File: config.mk
export PLATFORM = sky130hd
export DESIGN_NAME = differential_drive_odometry_core_flat
export DESIGN_NICKNAME = d
export VERILOG_FILES = /design/src/rtl/core/ddo_pkg.sv /design/src/rtl/core/ddo_if.sv /design/src/rtl/core/differential_drive_odometry_core.sv /design/src/flat_wrapper.sv
export SDC_FILE = /design/constraint.sdc
export NUM_CORES = 2
export LEC_CHECK = 0
export BUFFER_PORTS_ARGS = -buffer_cell sky130_fd_sc_hd__buf_2
export CAP_MARGIN = 40
export CORE_ASPECT_RATIO = 0.8
export CORE_MARGIN = 2
export CORE_UTILIZATION = 30
export CTS_BUF_LIST = sky130_fd_sc_hd__clkbuf_8
export CTS_CLUSTER_SIZE = 28
export DETAILED_ROUTE_END_ITERATION = 10
export GPL_TIMING_DRIVEN = 0
export PLACE_DENSITY = 0.55
export SKIP_CTS_REPAIR_TIMING = 1
export SLEW_MARGIN = 20
export SYNTH_ARGS = -nofsm -noshare
export SYNTH_HDL_FRONTEND = slang
export SYNTH_SLANG_ARGS = --single-unit
File: constraint.sdc
create_clock -name i_clk -period 11.3 [get_ports i_clk]
set_clock_uncertainty 0.1 [all_clocks]
set_input_delay 1.695 -clock i_clk [delete_from_list [all_inputs] [get_ports i_clk]]
set_output_delay 1.695 -clock i_clk [all_outputs]
set_load 0.05 [all_outputs]
File: src/rtl/core/ddo_pkg.sv
`timescale 1ns / 1ps
// Shared types, constants and the arctangent table of the odometry core.
package ddo_pkg;

    localparam int IN_W     = 24;   // wheel distance word
    localparam int SUM_W    = 25;   // sum and difference of the wheels
    localparam int POS_W    = 32;   // Q16.16 position
    localparam int ANG_W    = 32;   // binary angle
    localparam int GAIN_W   = 32;
    localparam int CX_W     = 34;   // CORDIC x and y
    localparam int CZ_W     = 33;   // CORDIC residual angle
    localparam int PROD_W   = SUM_W + CX_W;
    localparam int DX_W     = PROD_W - 31;
    localparam int ATAN_IDX_W = 5;

    localparam int CORDIC_STEPS_DEFAULT = 24;

    localparam logic [GAIN_W-1:0] GAIN_RESET = 32'd1205583000;
    localparam logic [CX_W-1:0]   CORDIC_X0  = 34'd652032874;
    localparam logic [ANG_W-1:0]  QUARTER_TURN = 32'h4000_0000;
    localparam logic [PROD_W-1:0] ROUND_HALF = PROD_W'(64'h4000_0000);

    // APB register map
    localparam int PADDR_W  = 3;
    localparam int PDATA_W  = 32;
    localparam logic REG_HEADING_GAIN = 1'b0;

    typedef enum logic [3:0] {
        S_IDLE,
        S_HMUL,
        S_INIT,
        S_ITER,
        S_FLIP,
        S_MULX,
        S_ADDX,
        S_ADDY,
        S_DONE
    } t_state;

    // Arctangent of 2^-i in binary-angle units (2^32 per turn).
    function automatic logic [ANG_W-1:0] atan_entry(input logic [ATAN_IDX_W-1:0] idx);
        logic [ANG_W-1:0] v;
        unique case (idx)
            5'd0:  v = 32'h2000_0000;
            5'd1:  v = 32'h12E4_051E;
            5'd2:  v = 32'h09FB_385B;
            5'd3:  v = 32'h0511_11D4;
            5'd4:  v = 32'h028B_0D43;
            5'd5:  v = 32'h0145_D7E1;
            5'd6:  v = 32'h00A2_F61E;
            5'd7:  v = 32'h0051_7C55;
            5'd8:  v = 32'h0028_BE53;
            5'd9:  v = 32'h0014_5F2F;
            5'd10: v = 32'h000A_2F98;
            5'd11: v = 32'h0005_17CC;
            5'd12: v = 32'h0002_8BE6;
            5'd13: v = 32'h0001_45F3;
            5'd14: v = 32'h0000_A2FA;
            5'd15: v = 32'h0000_517D;
            5'd16: v = 32'h0000_28BE;
            5'd17: v = 32'h0000_145F;
            5'd18: v = 32'h0000_0A30;
            5'd19: v = 32'h0000_0518;
            5'd20: v = 32'h0000_028C;
            5'd21: v = 32'h0000_0146;
            5'd22: v = 32'h0000_00A3;
            5'd23: v = 32'h0000_0051;
            5'd24: v = 32'h0000_0029;
            5'd25: v = 32'h0000_0014;
            5'd26: v = 32'h0000_000A;
            5'd27: v = 32'h0000_0005;
            5'd28: v = 32'h0000_0003;
            5'd29: v = 32'h0000_0001;
            5'd30: v = 32'h0000_0001;
            default: v = 32'h0000_0000;
        endcase
        return v;
    endfunction

endpackage

File: src/rtl/core/ddo_if.sv
`timescale 1ns / 1ps
// Valid/ready channel interfaces for wheel distance words and pose words.
interface ddo_in_if;
    logic                                valid;
    logic                                ready;
    logic signed [ddo_pkg::IN_W-1:0]     left_distance;
    logic signed [ddo_pkg::IN_W-1:0]     right_distance;

    modport source (output valid, output left_distance, output right_distance, input ready);
    modport sink   (input valid, input left_distance, input right_distance, output ready);
endinterface

interface ddo_out_if;
    logic                                valid;
    logic                                ready;
    logic signed [ddo_pkg::POS_W-1:0]    pos_x;
    logic signed [ddo_pkg::POS_W-1:0]    pos_y;
    logic        [ddo_pkg::ANG_W-1:0]    heading;

    modport source (output valid, output pos_x, output pos_y, output heading, input ready);
    modport sink   (input valid, input pos_x, input pos_y, input heading, output ready);
endinterface

File: src/rtl/core/differential_drive_odometry_core.sv
`timescale 1ns / 1ps
// An accepted word passes the heading multiply, CORDIC setup, CORDIC steps, sign flip,
// x product and the two position updates; the next word is taken only after its pose word
// is loaded, as the single CORDIC rotation stage is used once per step.
// One shared multiplier forms the heading product and both position products.
// Reset (synchronous, active low) clears the pose to zero and loads the default gain.
module differential_drive_odometry_core #(
    parameter int CORDIC_STEPS = ddo_pkg::CORDIC_STEPS_DEFAULT
) (
    input  logic                          i_clk,
    input  logic                          i_rst_n,
    ddo_in_if.sink                        i_in,
    ddo_out_if.source                     o_out,
    input  logic                          psel,
    input  logic                          penable,
    input  logic                          pwrite,
    input  logic [ddo_pkg::PADDR_W-1:0]   paddr,
    input  logic [ddo_pkg::PDATA_W-1:0]   pwdata,
    output logic [ddo_pkg::PDATA_W-1:0]   prdata,
    output logic                          pready
);

    localparam int CNT_W = (CORDIC_STEPS > 1) ? $clog2(CORDIC_STEPS) : 1;
    localparam logic [CNT_W-1:0] CNT_LAST = CNT_W'(CORDIC_STEPS - 1);

    ddo_pkg::t_state r_state, n_state;

    logic [ddo_pkg::GAIN_W-1:0]        r_gain;
    logic signed [ddo_pkg::POS_W-1:0]  r_pose_x, r_pose_y;
    logic [ddo_pkg::ANG_W-1:0]         r_heading;
    logic [CNT_W-1:0]                  r_cnt;
    logic                              r_out_valid;

    logic signed [ddo_pkg::SUM_W-1:0]  r_diff, r_sum;
    logic signed [ddo_pkg::PROD_W-1:0] r_prod;
    logic [ddo_pkg::ANG_W-1:0]         r_delta;
    logic                              r_flip;
    logic signed [ddo_pkg::CX_W-1:0]   r_x, r_y;
    logic signed [ddo_pkg::CZ_W-1:0]   r_z;
    logic signed [ddo_pkg::POS_W-1:0]  r_out_x, r_out_y;
    logic [ddo_pkg::ANG_W-1:0]         r_out_heading;

    // control decoded from the state
    logic c_in_ready;
    logic c_out_load;
    logic c_mul_en;

    logic cfg_wr;
    logic in_acc;

    logic signed [ddo_pkg::SUM_W-1:0]  mul_a;
    logic signed [ddo_pkg::CX_W-1:0]   mul_b;
    logic signed [ddo_pkg::PROD_W-1:0] mul_p;

    logic [ddo_pkg::ANG_W-1:0]         mid;
    logic [ddo_pkg::ANG_W-1:0]         mid_q;
    logic                              mid_flip;
    logic [ddo_pkg::ANG_W-1:0]         mid_fold;

    logic signed [ddo_pkg::CX_W-1:0]   xs, ys;
    logic signed [ddo_pkg::CZ_W-1:0]   at;

    logic signed [ddo_pkg::PROD_W-1:0] prod_rnd;
    logic signed [ddo_pkg::DX_W-1:0]   dpos;
    logic signed [ddo_pkg::POS_W-1:0]  sat_x, sat_y;

    // Adds a position step to a coordinate and clamps to the signed range.
    function automatic logic signed [ddo_pkg::POS_W-1:0] sat_add(
        input logic signed [ddo_pkg::POS_W-1:0] p,
        input logic signed [ddo_pkg::DX_W-1:0]  d
    );
        logic signed [ddo_pkg::POS_W:0] s;
        s = {p[ddo_pkg::POS_W-1], p}
            + {{(ddo_pkg::POS_W + 1 - ddo_pkg::DX_W){d[ddo_pkg::DX_W-1]}}, d};
        if (s[ddo_pkg::POS_W] != s[ddo_pkg::POS_W-1]) begin
            sat_add = s[ddo_pkg::POS_W] ? {1'b1, {(ddo_pkg::POS_W-1){1'b0}}}
                                        : {1'b0, {(ddo_pkg::POS_W-1){1'b1}}};
        end else begin
            sat_add = s[ddo_pkg::POS_W-1:0];
        end
    endfunction

    assign cfg_wr = psel && penable && pwrite && pready;
    assign in_acc = i_in.valid && c_in_ready;

    assign pready      = 1'b1;
    assign i_in.ready  = c_in_ready;
    assign o_out.valid   = r_out_valid;
    assign o_out.pos_x   = r_out_x;
    assign o_out.pos_y   = r_out_y;
    assign o_out.heading = r_out_heading;

    always_comb begin
        unique case (paddr[2])
            ddo_pkg::REG_HEADING_GAIN: prdata = r_gain;
            default:                   prdata = '0;
        endcase
    end

    // Next state.
    always_comb begin
        n_state = r_state;
        unique case (r_state)
            ddo_pkg::S_IDLE: if (i_in.valid) n_state = ddo_pkg::S_HMUL;
            ddo_pkg::S_HMUL: n_state = ddo_pkg::S_INIT;
            ddo_pkg::S_INIT: n_state = ddo_pkg::S_ITER;
            ddo_pkg::S_ITER: if (r_cnt == CNT_LAST) n_state = ddo_pkg::S_FLIP;
            ddo_pkg::S_FLIP: n_state = ddo_pkg::S_MULX;
            ddo_pkg::S_MULX: n_state = ddo_pkg::S_ADDX;
            ddo_pkg::S_ADDX: n_state = ddo_pkg::S_ADDY;
            ddo_pkg::S_ADDY: n_state = ddo_pkg::S_DONE;
            ddo_pkg::S_DONE: if (!r_out_valid || o_out.ready) n_state = ddo_pkg::S_IDLE;
            default:         n_state = ddo_pkg::S_IDLE;
        endcase
    end

    // Control outputs of the sequencer.
    always_comb begin
        c_in_ready = 1'b0;
        c_out_load = 1'b0;
        c_mul_en   = 1'b0;
        unique case (r_state)
            ddo_pkg::S_IDLE: c_in_ready = 1'b1;
            ddo_pkg::S_HMUL,
            ddo_pkg::S_MULX,
            ddo_pkg::S_ADDX: c_mul_en = 1'b1;
            ddo_pkg::S_DONE: c_out_load = !r_out_valid || o_out.ready;
            default: ;
        endcase
    end

    // Shared multiplier: heading product first, then sum times cos and sum times sin.
    always_comb begin
        if (r_state == ddo_pkg::S_HMUL) begin
            mul_a = r_diff;
            mul_b = $signed({2'b00, r_gain});
        end else if (r_state == ddo_pkg::S_MULX) begin
            mul_a = r_sum;
            mul_b = r_x;
        end else begin
            mul_a = r_sum;
            mul_b = r_y;
        end
        mul_p = mul_a * mul_b;
    end

    // Midpoint heading, folded into the quarter turns around zero.
    always_comb begin
        mid      = r_heading + r_prod[48:17];
        mid_q    = mid + ddo_pkg::QUARTER_TURN;
        mid_flip = mid_q[ddo_pkg::ANG_W-1];
        mid_fold = {mid[ddo_pkg::ANG_W-1] ^ mid_flip, mid[ddo_pkg::ANG_W-2:0]};
    end

    always_comb begin
        xs = r_x >>> r_cnt;
        ys = r_y >>> r_cnt;
        at = $signed({1'b0, ddo_pkg::atan_entry(ddo_pkg::ATAN_IDX_W'(r_cnt))});
    end

    always_comb begin
        prod_rnd = r_prod + ddo_pkg::ROUND_HALF;
        dpos     = prod_rnd[ddo_pkg::PROD_W-1:31];
        sat_x    = sat_add(r_pose_x, dpos);
        sat_y    = sat_add(r_pose_y, dpos);
    end

    // Control and pose state.
    always_ff @(posedge i_clk) begin
        if (!i_rst_n) begin
            r_state     <= ddo_pkg::S_IDLE;
            r_gain      <= ddo_pkg::GAIN_RESET;
            r_pose_x    <= '0;
            r_pose_y    <= '0;
            r_heading   <= '0;
            r_cnt       <= '0;
            r_out_valid <= 1'b0;
        end else begin
            r_state <= n_state;
            if (cfg_wr && paddr[2] == ddo_pkg::REG_HEADING_GAIN) begin
                r_gain <= pwdata;
            end
            if (r_state == ddo_pkg::S_INIT) begin
                r_cnt <= '0;
            end else if (r_state == ddo_pkg::S_ITER && r_cnt != CNT_LAST) begin
                r_cnt <= r_cnt + 1'b1;
            end
            if (r_state == ddo_pkg::S_ADDX) begin
                r_pose_x <= sat_x;
            end
            if (r_state == ddo_pkg::S_ADDY) begin
                r_pose_y  <= sat_y;
                r_heading <= r_heading + r_delta;
            end
            if (c_out_load) begin
                r_out_valid <= 1'b1;
            end else if (o_out.ready) begin
                r_out_valid <= 1'b0;
            end
        end
    end

    // Datapath registers.
    always_ff @(posedge i_clk) begin
        if (in_acc) begin
            r_diff <= {i_in.right_distance[ddo_pkg::IN_W-1], i_in.right_distance}
                    - {i_in.left_distance[ddo_pkg::IN_W-1], i_in.left_distance};
            r_sum  <= {i_in.right_distance[ddo_pkg::IN_W-1], i_in.right_distance}
                    + {i_in.left_distance[ddo_pkg::IN_W-1], i_in.left_distance};
        end
        if (c_mul_en) begin
            r_prod <= mul_p;
        end
        unique case (r_state)
            ddo_pkg::S_INIT: begin
                r_delta <= r_prod[47:16];
                r_flip  <= mid_flip;
                r_x     <= $signed(ddo_pkg::CORDIC_X0);
                r_y     <= '0;
                r_z     <= {mid_fold[ddo_pkg::ANG_W-1], mid_fold};
            end
            ddo_pkg::S_ITER: begin
                if (!r_z[ddo_pkg::CZ_W-1]) begin
                    r_x <= r_x - ys;
                    r_y <= r_y + xs;
                    r_z <= r_z - at;
                end else begin
                    r_x <= r_x + ys;
                    r_y <= r_y - xs;
                    r_z <= r_z + at;
                end
            end
            ddo_pkg::S_FLIP: begin
                // The fold added half a turn, so cos and sin change sign.
                if (r_flip) begin
                    r_x <= -r_x;
                    r_y <= -r_y;
                end
            end
            default: ;
        endcase
        if (c_out_load) begin
            r_out_x       <= r_pose_x;
            r_out_y       <= r_pose_y;
            r_out_heading <= r_heading;
        end
    end

    a_accept_starts: assert property (@(posedge i_clk) disable iff (!i_rst_n)
        in_acc |=> r_state == ddo_pkg::S_HMUL)
        else $error("accepted word did not start the heading multiply");

    a_cnt_bound: assert property (@(posedge i_clk) disable iff (!i_rst_n)
        r_cnt <= CNT_LAST)
        else $error("CORDIC step counter ran past the last step");

    a_valid_source: assert property (@(posedge i_clk) disable iff (!i_rst_n)
        $rose(r_out_valid) |-> $past(r_state == ddo_pkg::S_DONE))
        else $error("pose word raised outside the done state");

    a_z_range: assert property (@(posedge i_clk) disable iff (!i_rst_n)
        r_state == ddo_pkg::S_ITER |-> r_z[ddo_pkg::CZ_W-1] == r_z[ddo_pkg::CZ_W-2])
        else $error("CORDIC residual angle left its range");

endmodule

File: src/flat_wrapper.sv
// flat-port wrapper written by rule: the top's interface ports become plain ports
module differential_drive_odometry_core_flat 
#(
    parameter int CORDIC_STEPS = ddo_pkg::CORDIC_STEPS_DEFAULT
)
  (i_clk, i_rst_n, psel, penable, pwrite, paddr, pwdata, prdata, pready, i_in_valid, i_in_left_distance, i_in_right_distance, i_in_ready, o_out_valid, o_out_pos_x, o_out_pos_y, o_out_heading, o_out_ready);
  ddo_in_if i_in_i ();
  ddo_out_if o_out_i ();
  input  logic i_clk;
  input  logic i_rst_n;
  input  logic psel;
  input  logic penable;
  input  logic pwrite;
  input  logic [ddo_pkg::PADDR_W-1:0] paddr;
  input  logic [ddo_pkg::PDATA_W-1:0] pwdata;
  output logic [ddo_pkg::PDATA_W-1:0] prdata;
  output logic pready;
  input wire logic [$bits(i_in_i.valid)-1:0] i_in_valid;
  input wire logic [$bits(i_in_i.left_distance)-1:0] i_in_left_distance;
  input wire logic [$bits(i_in_i.right_distance)-1:0] i_in_right_distance;
  output wire logic [$bits(i_in_i.ready)-1:0] i_in_ready;
  output wire logic [$bits(o_out_i.valid)-1:0] o_out_valid;
  output wire logic [$bits(o_out_i.pos_x)-1:0] o_out_pos_x;
  output wire logic [$bits(o_out_i.pos_y)-1:0] o_out_pos_y;
  output wire logic [$bits(o_out_i.heading)-1:0] o_out_heading;
  input wire logic [$bits(o_out_i.ready)-1:0] o_out_ready;
  assign i_in_i.valid = i_in_valid;
  assign i_in_i.left_distance = i_in_left_distance;
  assign i_in_i.right_distance = i_in_right_distance;
  assign i_in_ready = i_in_i.ready;
  assign o_out_valid = o_out_i.valid;
  assign o_out_pos_x = o_out_i.pos_x;
  assign o_out_pos_y = o_out_i.pos_y;
  assign o_out_heading = o_out_i.heading;
  assign o_out_i.ready = o_out_ready;
  differential_drive_odometry_core #(.CORDIC_STEPS(CORDIC_STEPS)) u_core (.i_clk(i_clk), .i_rst_n(i_rst_n), .i_in(i_in_i), .o_out(o_out_i), .psel(psel), .penable(penable), .pwrite(pwrite), .paddr(paddr), .pwdata(pwdata), .prdata(prdata), .pready(pready));
endmodule
; Word-level counts from Yosys, hierarchy flattened
; Memory sizes are Yosys's and may differ from the RTL's. A register that Yosys moved wholly into a read port is not among the register bits.
; Index checks and enable logic that the tools add are counted.
[classes]
n_addsub = 17
mul = 1
n_eq_ne = 16
shifts = 2
n_mux = 27
bitwise_logic = 3
reduce_logical = 15
[op_table]
columns = cell, count
row1 = two-way mux 34 bit, 6
row2 = case mux 34 bit (3 select lines), 2
row3 = two-way mux 32 bit, 5
row4 = adder 34 bit, 2
row5 = negation 34 bit, 2
row6 = >>> shifter 34 x 5 -> 34 bit, 2
row7 = subtractor 34 bit, 2
row8 = adder 32 x 28 -> 33 bit, 2
row9 = case mux 33 bit (2 select lines), 1
row10 = adder 32 bit, 2
row11 = adder 59 x 31 -> 59 bit (second input constant), 1
row12 = multiplier 25 x 34 -> 59 bit, 1
row13 = case mux 4 bit (9 select lines), 1
row14 = adder 33 bit, 1
row15 = two-way mux 33 bit, 1
row16 = subtractor 33 bit, 1
row17 = adder 32 x 31 -> 32 bit (second input constant), 1
row18 = adder 24 x 24 -> 25 bit, 1
row19 = two-way mux 25 bit, 1
row20 = subtractor 24 x 24 -> 25 bit, 1
row21 = equality test 4 x 3 -> 1 bit (second input constant), 4
row22 = two-way mux 4 bit, 3
row23 = two-way mux 5 bit, 2
row24 = equality test 4 x 2 -> 1 bit (second input constant), 2
row25 = 21 further kinds, 34
[word_totals]
register_bits = 477
mem_bits_ro = 960
inputBits = 90
out_inout_bits = 131
word_cells = 100
mem_count = 1
[memory_table]
columns = memory, depth, word_bits, read_ports, rd_clocked_by_memory_dff, wr, line
row1 = (no name shown), 32, 30, 1, 1, 0, ddo_pkg.sv:43  ; unique case (idx)

; Depth between registers and ports, before layout
[logic_depth]
depth_word = 4
ltp_mapped = 35
mapped_depth_nobuf = 31

; Least setup slack after synthesis
; Ideal clock, no wire load.
[synth_timing]
path_type = flip-flop to flip-flop
startpoint = register u_core.r_state[3]
endpoint = register u_core.r_prod[40] in the netlist's numbering (data pin)
setup_time_ns = 0.259
arrival_time_ns = 8.233
required_time_ns = 10.941
slack_ns = 2.708
path_stages_with_launch = 33
path_buffers = 4
synth_period_minus_slack_ns = 8.592
path_cell_list = dfxtp_1 -> clkbuf_1 -> nor4b_4 -> clkbuf_1 -> clkbuf_1 -> nand2_1 -> o21ai_0 -> clkbuf_1 -> nand2_1 -> fa_1 -> inv_1 -> fa_1 -> inv_1 -> fa_1 -> fa_1 -> fa_1 -> inv_1 -> fa_1 -> inv_1 -> fa_1 -> inv_1 -> ha_1 -> a21o_1 -> a21o_1 -> a21o_1 -> a221oi_1 -> o41ai_1 -> a31oi_1 -> o21bai_1 -> a31o_2 -> a21o_1 -> a21oi_1 -> xnor2_1
[synth_via]
elab_chain_cells = 4
[synth_rtl]
columns = item, line
row1 = "start, declared", differential_drive_odometry_core.sv:26  ; ddo_pkg::t_state r_state, n_state;
row2 = "start signal, assigned", differential_drive_odometry_core.sv:171  ; r_state <= ddo_pkg::S_IDLE;
row3 = "start signal, assigned", differential_drive_odometry_core.sv:179  ; r_state <= n_state;
row4 = equality test 4 x 3 -> 1 bit, differential_drive_odometry_core.sv:137  ; end else if (r_state == ddo_pkg::S_MULX) begin
row5 = two-way mux 34 bit, differential_drive_odometry_core.sv:137
row6 = two-way mux 34 bit, differential_drive_odometry_core.sv:134  ; if (r_state == ddo_pkg::S_HMUL) begin
row7 = multiplier 25 x 34 -> 59 bit *, differential_drive_odometry_core.sv:144  ; mul_p = mul_a * mul_b;
row8 = "via u_core.mul_p, one bit", differential_drive_odometry_core.sv:53  ; logic signed [ddo_pkg::PROD_W-1:0] mul_p;
row9 = "end signal, assigned", differential_drive_odometry_core.sv:212  ; r_prod <= mul_p;
row10 = "end, declared", differential_drive_odometry_core.sv:35  ; logic signed [ddo_pkg::PROD_W-1:0] r_prod;
; Mark *: on every way through the listed nets, which the timed path passes. The rest lies on a longest branch.
; A chain may end at the register's enable or synchronous reset.

; Worst setup path in the final report
[layout_timing]
startpoint = register u_core.r_state[3]
endpoint = register u_core.r_prod[51] in the netlist's numbering (data pin)
; The elaborated chain is that of the path after synthesis.

==> reports/results.txt <==
Outcome - complete, no violations
Post-synthesis register bit count - 490
Gr usage total - 0.2460
Post-synthesis sequential area ratio - 0.1930
Multiplexer share of the synthesized area - 0.04952
Area delta synth->final - 12.67%
Clock Path Buffers - 3
Initial antenna violation count - 25
Final HPWL DP - 239700 µm
Cell family with most CP delay - adder cells
Largest area contributor in the netlist - fa_1
RSZ-0062 raised after global routing - false
Dpl cells - 10776
Die area - 0.2289 mm²
Synth Net Count - 8867
Synth area leaders - fa_1 (26%), edfxtp_1 (14%), ha_1 (8.2%)
Number of synthesized flops with an enable pin - 322
Req. time, crit path - 11.71 ns
Vias in the first global route - 57945
Number of CTS-inserted buffers - 93
Slew HR - 0.3561
First-pass GRT wire length - 411200 µm
Drc violations - 0
Largest family of logic cells by synthesized area - adder cells
Clk slew on worst S/H paths - 0.06 ns
Max Slew Vio Count - 0
Cell Count, Final, Fillers Out - 10965
Remaining Overflow, GRT - 0
Worst-Skew Late Latency - 0.86 ns
End-of-flow core utilization - 0.3405
Final nets - 9301
DRT iter0 DRCs - 7053
Post-Synth XOR/XNOR Area - 0.05929
Most common cell on crit path - fa_1
Final period utilization - 0.9782
Post-synth top area share - 0.2589
Yosys warning total - 0
Buffers & Inverters on Critical Path - 9
Crit start category - flip-flop
Critical Setup Path Class - reg2reg
Floorplan row count - 155
DR vias/cell - 5.413
FMAX - 0.09047 GHz
Worst path max stage delay - 0.65 ns
Placeable Area - 0.2234 mm²
Simple-Gate Fraction of Synth Area - 0.1482
Final setup viols - 0
# port buffers - 216
Worst Path Arrival - 11.47 ns
Syn Inst Count - 7462
Worst reg2reg path depth - 31
CTS tree - built
Compound-gate portion of the synthesized area - 0.1256
Initial core utilization - 0.3022
Crit. End Element - flip-flop
Async set-reset flop share out of synthesis - 0
Die Height - 428.3 µm
Crit. path cell count - 31
Worst hold path class - reg2reg
Least-Margin Pin Slew - 0.9558 ns
Max_cap viols - 0
Syn Std Cell Area - 0.06751 mm²
CP max-delay cell - fa_1
Post-Synth Adder-Cell Area - 0.3455
DR pass1 iterations - 6
Clock sink total - 490
Most frequent cells in the layout - inv_1 (990), nand2_1 (892), fa_1 (873), nor2_1 (729), ha_1 (442)
Hold Path Stages - 0
Final Hold Fails - 0
Clk root buf - clkbuf_8
Crit path max fanout - 10
Cell variety after synth - 100
Layout cells sized above 1 - 0.09870
GP Congestion - 1.041
Post-Syn Area per Cell - 9.048 µm²
Minimum clock period - 11.05 ns
Die Width - 534.4 µm
Largest net degree at the start of global routing - 50
Via count - 59359
CTS H-tree depth - 3
# IOs - 221
Avg WL per Cell - 26.23 µm
Antenna Nets Post-Route - 0
Commonest non-fill, non-tap cell in the layout - inv_1
Main synth FF type - edfxtp_1
Routed wire length - 287600 µm
[final cells by class]
| class | instances | area, µm² |
|---|---|---|
| antenna | 8 | 20.02 |
| buffer | 379 | 1688 |
| clock buffer | 106 | 1459 |
| clock inverter | 67 | 566.8 |
| fill | 23257 | 147300 |
| inverter | 974 | 3656 |
| multi-input combinational | 5614 | 49410 |
| sequential | 490 | 13030 |
| tap | 2983 | 3732 |
| timing repair buffer | 344 | 2500 |
[layer usage]
layer | share of wire | GRT usage
met5 | 0.00078 | 0.004386
met4 | 0.038 | 0.08290
met3 | 0.12 | 0.07301
met2 | 0.39 | 0.3370
met1 | 0.45 | 0.3623
[stage by stage]
stage	setup TNS (ns)	hold WS (ns)	worst slack [ns]	area (µm²)
CTS	-8.568	0.3263	-0.8976	75810
finish	0	0.3226	0.2467	76070
detailed placement	-7.701	0.3133	-0.8548	73780
global placement	-33.83	0.3105	-2.047	72330
floorplan	0	0.3003	2.708	67510
global route	0	0.3459	0.01399	76060
[sequential cells by signal, summed over array words and instances, names as in the netlist, 24 cells and up]
name / count
u_core.r_prod: 43
u_core.r_x: 34
u_core.r_y: 34
u_core.r_z: 33
u_core.o_out.heading: 32
u_core.o_out.pos_x: 32
u_core.o_out.pos_y: 32
u_core.r_delta: 32
u_core.r_gain: 32
u_core.r_heading: 32
u_core.r_pose_x: 32
u_core.r_pose_y: 32
u_core.at: 30
u_core.r_sum: 25
u_core.r_diff: 24
[cells in the mapped netlist (all sizes together) (149+ instances only)]
cell type  number
a21o          149
a21oi         402
clkbuf        313
dfxtp         168
edfxtp        322
fa            873
ha            442
inv           971
nand2         895
nor2          731
o21ai         274
xnor2         275
xor2          182
[worst paths after layout]
kind	start	to	slack, ns
hold / removal	u_core.r_prod[16]	u_core.r_delta[0]	0.32
setup reg to reg	u_core.r_state[3]	u_core.r_prod[51]	0.25
setup / recovery	u_core.r_state[3]	u_core.r_prod[51]	0.25
hold reg to reg	u_core.r_prod[16]	u_core.r_delta[0]	0.32
[kinds of logic (layout without fill, tap and decap cells)]
logic type                 count (synthesis)  count (layout)
adders and majority gates               1347            1347
muxes                                    211             211
and+or+nand+nor                         2259            2259
AOI/OAI and AO/OA                       1339            1339
buffers and inverters                   1358            1870
xor gates and xnor gates                 457             457
DFF                                      490             490
other                                      1               9
Power is left out: the tool's default activity adds up to more than one toggle a clock period on the data nets, which glitch-free logic cannot reach.
